--- src/hdl/vn4_pkg.sv ---
`timescale 1ns / 1ps
// ----------------------------------------------------------------------------
// vn4_pkg
// Shared types and constants for the 4D value noise block.
// ----------------------------------------------------------------------------
package vn4_pkg;

	localparam int TABLE_SIZE     = 256;
	localparam int FRAC_BITS_DEF  = 16;
	localparam int COORD_W        = 32;
	localparam int LEVEL_W        = 16;
	localparam int PERM_W         = 8;
	localparam int IDX_IN_W       = 8;
	localparam int QUEUE_DEPTH    = 2;

	typedef enum logic [1:0] {
		CMD_EVAL       = 2'd0,
		CMD_LOAD_LEVEL = 2'd1,
		CMD_LOAD_PERM  = 2'd2,
		CMD_NONE       = 2'd3
	} cmd_t;

	typedef enum logic [2:0] {
		ST_IDLE,
		ST_LOOK,
		ST_WAIT,
		ST_LERP,
		ST_DONE
	} eng_state_t;

	// status from engine to the top level
	typedef struct packed {
		logic busy;
		logic result_pending;
	} eng_status_t;

endpackage

--- src/hdl/vn4_front.sv ---
`timescale 1ns / 1ps
// ----------------------------------------------------------------------------
// vn4_front
// Accepts input transactions, drops unused commands, queues the rest.
// ----------------------------------------------------------------------------
module vn4_front (
	input  logic                          clk,
	input  logic                          arst_n,
	input  logic                          in_valid,
	output logic                          in_ready,
	input  logic [1:0]                    in_command,
	input  logic [4*vn4_pkg::COORD_W-1:0] in_coords,
	input  logic [vn4_pkg::IDX_IN_W-1:0]  in_index,
	input  logic [vn4_pkg::LEVEL_W-1:0]   in_level,
	input  logic [vn4_pkg::PERM_W-1:0]    in_perm,
	output logic                          q_valid,
	input  logic                          q_pop,
	output logic [1:0]                    q_command,
	output logic [4*vn4_pkg::COORD_W-1:0] q_coords,
	output logic [vn4_pkg::IDX_IN_W-1:0]  q_index,
	output logic [vn4_pkg::LEVEL_W-1:0]   q_level,
	output logic [vn4_pkg::PERM_W-1:0]    q_perm
);
	import vn4_pkg::*;

	localparam int ENT_W = 2 + 4*COORD_W + IDX_IN_W + LEVEL_W + PERM_W;

	logic [ENT_W-1:0] mem_q [QUEUE_DEPTH];
	logic             wp_q, rp_q;
	logic [1:0]       cnt_q;
	logic             push;
	logic [ENT_W-1:0] rd;

	assign in_ready = (cnt_q != 2'(QUEUE_DEPTH));
	// unused command consumed without queueing
	assign push = in_valid && in_ready && (cmd_t'(in_command) != CMD_NONE);
	assign q_valid = (cnt_q != 2'd0);
	assign rd = mem_q[rp_q];
	assign {q_command, q_coords, q_index, q_level, q_perm} = rd;

	always_ff @(posedge clk) begin
		if (push) mem_q[wp_q] <= {in_command, in_coords, in_index, in_level, in_perm};
	end

	always_ff @(posedge clk or negedge arst_n) begin
		if (!arst_n) begin
			wp_q  <= 1'b0;
			rp_q  <= 1'b0;
			cnt_q <= 2'd0;
		end else begin
			if (push) wp_q <= ~wp_q;
			if (q_pop && q_valid) rp_q <= ~rp_q;
			cnt_q <= cnt_q + 2'(push) - 2'(q_pop && q_valid);
		end
	end

	a_cnt: assert property (@(posedge clk) disable iff (!arst_n)
		cnt_q <= 2'(QUEUE_DEPTH)) else $error("queue overflow");
	a_pop: assert property (@(posedge clk) disable iff (!arst_n)
		cnt_q == 2'd0 |-> !q_valid) else $error("pop from empty");
	a_full: assert property (@(posedge clk) disable iff (!arst_n)
		cnt_q == 2'(QUEUE_DEPTH) |=> !push || $past(q_pop)) else $error("push while full");
endmodule

--- config.mk ---
export PLATFORM = sky130hd
export DESIGN_NAME = vn4_front
export DESIGN_NICKNAME = d
export VERILOG_FILES = /design/src/hdl/vn4_pkg.sv /design/src/hdl/vn4_front.sv
export SDC_FILE = /design/constraint.sdc
export NUM_CORES = 1
export LEC_CHECK = 0
export ABC_AREA = 1
export BUFFER_PORTS_ARGS = -buffer_cell sky130_fd_sc_hd__buf_4
export CORE_UTILIZATION = 58
export CTS_BUF_LIST = sky130_fd_sc_hd__clkbuf_4
export DETAILED_ROUTE_END_ITERATION = 12
export GPL_TIMING_DRIVEN = 0
export MAX_ROUTING_LAYER = met4
export PLACE_DENSITY = 0.92
export SLEW_MARGIN = 0
export SYNTH_ARGS = -nofsm -noshare
export SYNTH_HDL_FRONTEND = slang
export SYNTH_SLANG_ARGS = --single-unit
--- constraint.sdc ---
create_clock -name clk -period 17.9 [get_ports clk]
set_input_delay 1.79 -clock clk [delete_from_list [all_inputs] [get_ports clk]]
set_output_delay 1.79 -clock clk [all_outputs]
set_load 0.05 [all_outputs]
==> results.py, run 1 <==
metrics = {
    "drt": {
        "post_drt_wl_per_cell_um": 18.67,
        "drc": 0,
        "drt_iter0_markers": 558,
        "drtAntennaViolNets": 0,
        "vias_per_cell": 5.180,
        "dr.pass1.iters": 5,
        "via_count": 8407,
        "wl_um": 30300,
    },
    "place": {
        "hpwl_um": 19640,
        "gp_congestion": 0.8038,
        "placement.io_buffers": 329,
        "dp.cells": 1483,
        "dpl_cell_area_um2": 14930,
    },
    "die": {
        "num_rows": 52,
        "core_um2": 20230,
        "initial_core_util": 0.5916,
        "ios": 330,
        "dieArea_um2": 21220,
        "fp.dieW_um": 145.7,
        "die_y_um": 145.7,
    },
    "grt": {
        "grt_first_pass_wirelength_um": 46080,
        "grt_pass1_vias": 8742,
        "track_usage": 0.2982,
        "gr-total-overflow": 0,
        "antenna_found_initial": 1,
        "grt_max_degree": 134,
    },
    "worst_setup_path": {
        "worstSetupEndpointType": "output pin",
        "cp.required_ns": 16.11,
        "crit_chain": "inv_2 -> buf_2 -> buf_2 -> nand2_1 -> nand2_1 -> buf_4",
        "critPathLaunchType": "flip-flop",
        "critPathMaxFanout": 10,
        "crit_cells": 6,
        "path_delay_family": "buffers and inverters",
        "crit_type": "flip-flop to output pin",
        "rr_endpoint": "mem_q[1][96]",
        "reg2reg_depth": 6,
        "r2r_setup_slack_ns": 15.32,
        "cp.buffers_inverters": 4,
        "cp_slowest_stage_delay_ns": 0.38,
        "cpMaxStageDelayCell": "dfrtp_1",
        "timing.rr.start": "cnt_q[1]",
        "arrival_ns": 2.23,
    },
    "timing": {
        "min_period_ns": 4.016,
        "tightest_slew_ns": 0.9064,
        "max_freq_mhz": 249.0,
        "skew_ns": 0.03459,
        "finalSetupViolations": 0,
        "fin_tns_setup_ns": 0,
        "finalCritPeriodShare": 0.2243,
        "final-hold-violation-count": 0,
        "finalMaxSlewViolations": 0,
        "rsz0062_at_grt": "false",
        "slew_headroom": 0.3943,
    },
    "finish": {
        "seq_area_um2": 9829,
        "multiInputGateArea_um2": 1931,
        "nets": 1460,
        "area_growth_syn_to_layout_pct": 33.54,
        "final_cells": 1623,
        "drive_gt1_frac": 0.3572,
        "fillers": 1026,
        "post-route-cell-area_um2": 15990,
    },
    "logic_synthesis": {
        "synth-edff-count": 324,
        "synth_top_area_share": 0.8128,
        "yosysTopAreaCell": "edfxtp_1",
        "synth_warnings": 0,
        "synth_cell_type_count": 12,
        "syn_area_um2": 11970,
        "synth_seq_cells": 328,
        "mappedNetlistNets": 1046,
        "synth_common_cells": "nand2_1, edfxtp_1, buf_2",
        "async_flop_share": 0.01220,
        "netlist_instances": 878,
        "synth_area_leaders": "edfxtp_1, nand2_1, dfrtp_1, buf_2, buf_4",
        "synth_most_common_cell": "nand2_1",
        "ys_seq_area_frac": 0.8212,
        "ys.flop_type": "edfxtp_1",
        "synth_area_per_cell_um2": 13.63,
    },
    "status": {
        "status": "finished, final reports clean",
    },
    "pwr": {
        "power_per_cell_area_nw_per_um2": 197.6,
        "irDropWorstVdd_v": 0.0001692,
        "leakage_nw": 6.955,
        "power_mw": 3.159,
    },
    "clock_tree": {
        "cts_root_buffer": "clkbuf_4",
        "cts_setup_buffers": 0,
        "cts_hold_buf": 0,
        "path_clk_slew_ns": 0.06,
        "cts_resized": 0,
        "htree_levels": 3,
        "cts_inserted_buffers": 77,
        "cts_tree": "yes",
        "clk_latency_ns": 0.67,
        "cts.sinks": 328,
        "clock_path_buffers": 3,
    },
    "worst_hold_path": {
        "whs_endpoint": "wp_q",
        "min_path_cells": 2,
        "worstHoldStart": "wp_q",
        "hp-class": "flip-flop to flip-flop",
    },
    "run": {
        "cap_violations": 0,
    },
}
-- power breakdown --
part           internal (mW)  total [mW]  switching (mW)
registers               1.00        1.04          0.0339
clock network          0.350       0.640           0.290
logic                  0.375        1.48            1.11
-- worst max path at each step --
stage	startpoint	endpoint	slack [ns]
after floorplan	in_command[0]	mem_q[1][0]	8.47
after global placement	in_command[0]	mem_q[1][44]	5.01
after detailed placement	in_command[0]	mem_q[1][83]	13.86
after CTS	rp_q	q_coords[98]	13.77
after global routing	rp_q	q_coords[66]	13.68
final	rp_q	q_coords[70]	13.88
-- state kept, by name, indices dropped and copies added, names as in the netlist --
register  count
wp_q          1
mem_q       324
cnt_q         2
rp_q          1
-- cell usage in the layout (no fill, tap or decap) --
cell       Yosys  routed
buf_12         0       4
buf_16         0       2
buf_2         18      18
buf_4          8     337
bufinv_16      0       4
clkbuf_1       9       9
clkbuf_4       0     114
clkinv_1       0      20
dfrtp_1        4       4
diode_2        0       1
edfxtp_1     324     324
ha_1           2       2
inv_1          8       7
inv_2          1       2
inv_8          0       1
nand2_1      499     499
nand3_1        3       3
nand4_1        1       1
nor2_4         0       1
-- logic make-up after synthesis --
kind of cell,share of synthesized area
simple gates,0.1586
flops,0.8212
buf+inv,0.01819
fa+ha+maj,0.002090
-- worst min-delay path, cell delays in order (launching register included) --
cell and delay (ns):
dfrtp_1 0.35, nand2_1 0.06, nand2_1 0.05
-- area by class of cell --
class,instances,share of cell area
plain buffers,35,0.01151
repair buffers,335,0.1630
well taps,270,0.02113
multi-input cells,506,0.1208
clock buffers,114,0.05354
diodes,1,0.0001565
flip-flops and latches,328,0.6149
inverters,9,0.002583
clock inverters,25,0.01245
-- layer usage --
layer,global-route usage,vias up,wire length (µm)
li1,-,3849,-
met1,0.3159,3996,10090
met2,0.5258,490,16280
met3,0.08495,72,3061
met4,0.1142,0,864
met5,-,-,0
-- metrics by stage --
step	util	hold slack (ns)	setup WS, ns
final	0.7900	0.4938	13.88
after global routing	0.7900	0.5192	13.68
after CTS	0.7899	0.4931	13.77
after detailed placement	0.7378	0.4760	13.86
after global placement	0.7303	0.4530	5.008
after floorplan	-	0.4419	8.469
Power figures use the tool's default switching activity.
==> inputs of run 2 (changes only) <==
--- a/config.mk
+++ b/config.mk
@@ -7,12 +7,12 @@
 export LEC_CHECK = 0
 export ABC_AREA = 1
 export BUFFER_PORTS_ARGS = -buffer_cell sky130_fd_sc_hd__buf_4
-export CORE_UTILIZATION = 58
+export CORE_UTILIZATION = 49
 export CTS_BUF_LIST = sky130_fd_sc_hd__clkbuf_4
 export DETAILED_ROUTE_END_ITERATION = 12
 export GPL_TIMING_DRIVEN = 0
 export MAX_ROUTING_LAYER = met4
-export PLACE_DENSITY = 0.92
+export PLACE_DENSITY = 0.83
 export SLEW_MARGIN = 0
 export SYNTH_ARGS = -nofsm -noshare
 export SYNTH_HDL_FRONTEND = slang
==> constraint.sdc (replaced) <==
create_clock -name clk -period 3.25 [get_ports clk]
set_input_delay 0.325 -clock clk [delete_from_list [all_inputs] [get_ports clk]]
set_output_delay 0.325 -clock clk [all_outputs]
set_load 0.05 [all_outputs]
==> run 2 against run 1 <==
Effect of this change:
- sequential power rose to 5.5 times the previous value
- highest routed layer unchanged
- clock skew is 0.012 ns higher
- final area is 11% higher
- count of clock-buffer cells in the layout is 5 higher
==> results.py, run 2 (same netlist as run 1, synthesis figures left out) <==
metrics = {
    "finish": {
        "layout_commonest_cell": "nand2_1",
        "drive_gt1_frac": 0.3274,
        "seq_area_um2": 9831,
        "multiInputGateArea_um2": 1952,
        "final_cells": 1843,
        "largest_reg_flops": 324,
        "fillers": 1264,
        "regMostFlops": "mem_q",
        "area_growth_syn_to_layout_pct": 48.37,
        "nets": 1634,
        "top_regs": "mem_q (324), cnt_q (2)",
        "layout_common_cells": "nand2_1, buf_4, edfxtp_1",
    },
    "drt": {
        "drtAntennaViolNets": 0,
        "wl_um": 36570,
        "dr.pass1.iters": 5,
        "drc": 0,
        "post_drt_wl_per_cell_um": 19.84,
        "dr_wl_met3_um": 4047,
        "vias_per_cell": 5.082,
        "top_layer": "met4",
        "drt_iter0_markers": 649,
        "via_count": 9366,
        "wl_met2_um": 18750,
        "wl_met1_um": 12650,
    },
    "pwr": {
        "leakage_nw": 7.660,
        "irDropWorstVdd_v": 0.0008772,
        "power_per_cell_area_nw_per_um2": 1002,
    },
    "timing": {
        "finalCritPeriodShare": 0.8401,
        "fin_tns_setup_ns": 0,
        "max_freq_mhz": 366.3,
        "min_period_ns": 2.730,
        "finalSetupViolations": 0,
        "slew_headroom": 0.5194,
        "finalMaxSlewViolations": 0,
        "skew_ns": 0.04635,
        "final-hold-violation-count": 0,
        "tightest_slew_ns": 0.7209,
        "rsz0062_at_grt": "false",
    },
    "worst_setup_path": {
        "critPathMaxFanout": 10,
        "cp_slowest_stage_delay_ns": 0.39,
        "cp.required_ns": 2.92,
        "cpMaxStageDelayCell": "dfrtp_1",
        "arrival_ns": 2.41,
        "critPathLaunchType": "flip-flop",
        "crit_chain": "inv_2 -> buf_2 -> buf_2 -> nand2_1 -> nand2_1 -> buf_4",
        "worstSetupEndpointType": "output pin",
        "crit_type": "flip-flop to output pin",
    },
    "clock_tree": {
        "cts_resized": 0,
        "cts_root_buffer": "clkbuf_4",
        "htree_levels": 3,
        "cts_tree": "yes",
        "clock_path_buffers": 3,
        "cts_inserted_buffers": 81,
        "cts_setup_buffers": 0,
        "clk_latency_ns": 0.67,
        "cts_hold_buf": 166,
        "cts.sinks": 328,
        "path_clk_slew_ns": 0.10,
    },
    "grt": {
        "track_usage": 0.3004,
        "grt_pass1_vias": 9848,
        "grt_first_pass_wirelength_um": 53480,
        "grt_max_degree": 43,
        "gr-total-overflow": 0,
        "antenna_found_initial": 3,
    },
    "place": {
        "dp.cells": 1536,
        "hpwl_um": 19560,
        "gp_congestion": 0.7852,
        "placement.io_buffers": 329,
    },
    "die": {
        "ios": 330,
        "dieArea_um2": 25060,
        "num_rows": 56,
        "core_um2": 23680,
        "initial_core_util": 0.5054,
        "die_y_um": 158.3,
        "fp.dieW_um": 158.3,
    },
    "status": {
        "status": "finished, final reports clean",
    },
    "run": {
        "cap_violations": 0,
    },
    "worst_hold_path": {
        "hp-class": "input pin to flip-flop",
    },
}
run 2: cell types whose count changed in the layout (fill, tap and decap cells not counted), sizes merged:
cell         delta
clkbuf          +5
bufinv          -3
buf             +4
dlygate4sd3   +166
clkinvlp        +2
diode           +2
clkinv          -5
run 2: routing by layer:
| metal | vias to the layer above | global-route usage |
|---|---|---|
| met2 | 621 | 0.5221 |
| met3 | 92 | 0.09254 |
| met5 | - | - |
| li1 | 4186 | - |
| met1 | 4467 | 0.3147 |
| met4 | 0 | 0.1291 |
run 2: final timing paths:
kind / startpoint / end / slack (ns) / depth (start not counted)
min in group asynchronous: arst_n / wp_q / 0.59 / 3
setup / recovery: rp_q / q_coords[69] / 0.52 / 6
setup reg to reg: cnt_q[0] / mem_q[0][20] / 1.05 / 6
max in group asynchronous: arst_n / cnt_q[1] / 2.46 / 3
hold reg to reg: wp_q / wp_q / 0.47 / 2
hold / removal: in_level[13] / mem_q[1][21] / 0.38 / 2
run 2: cell type report:
cell class	instances	area share
clock inverters	19	0.006622
flip-flops and latches	328	0.5535
repair buffers	505	0.2443
plain buffers	35	0.01036
diodes	3	0.0004227
clock buffers	119	0.05030
well taps	319	0.02247
inverters	9	0.002113
multi-input cells	506	0.1099
run 2: report_power, final:
part	total [mW]	internal, mW	switching, mW	leakage [nW]
Combinational	8.60	2.25	6.35	4.02
Clock	3.48	1.76	1.71	0.602
Sequential	5.73	5.51	0.215	3.04
Total	17.8	9.52	8.28	7.66
run 2: critical path: cells and delay by family (launching register included):
family	cells	cell delay [ns]
buf+inv	4	1.12
flops	1	0.39
simple gates	2	0.22
run 2: stage by stage:
stage | power, mW | setup WS, ns | hold slack, ns | area (µm²) | utilization
6_report | 17.80 | 0.5198 | 0.3756 | 17760 | 0.7499
5_1_grt | 18.52 | 0.3230 | 0.3248 | 17760 | 0.7499
4_1_cts | 17.54 | 0.4163 | 0.3014 | 17750 | 0.7496
3_5_place_dp | 13.99 | 1.068 | 0.1267 | 15080 | 0.6368
3_3_place_gp | 13.84 | -1.610 | 0.1253 | 14870 | 0.6280
2_1_floorplan | 11.23 | -0.3095 | 0.02941 | 12000 | -
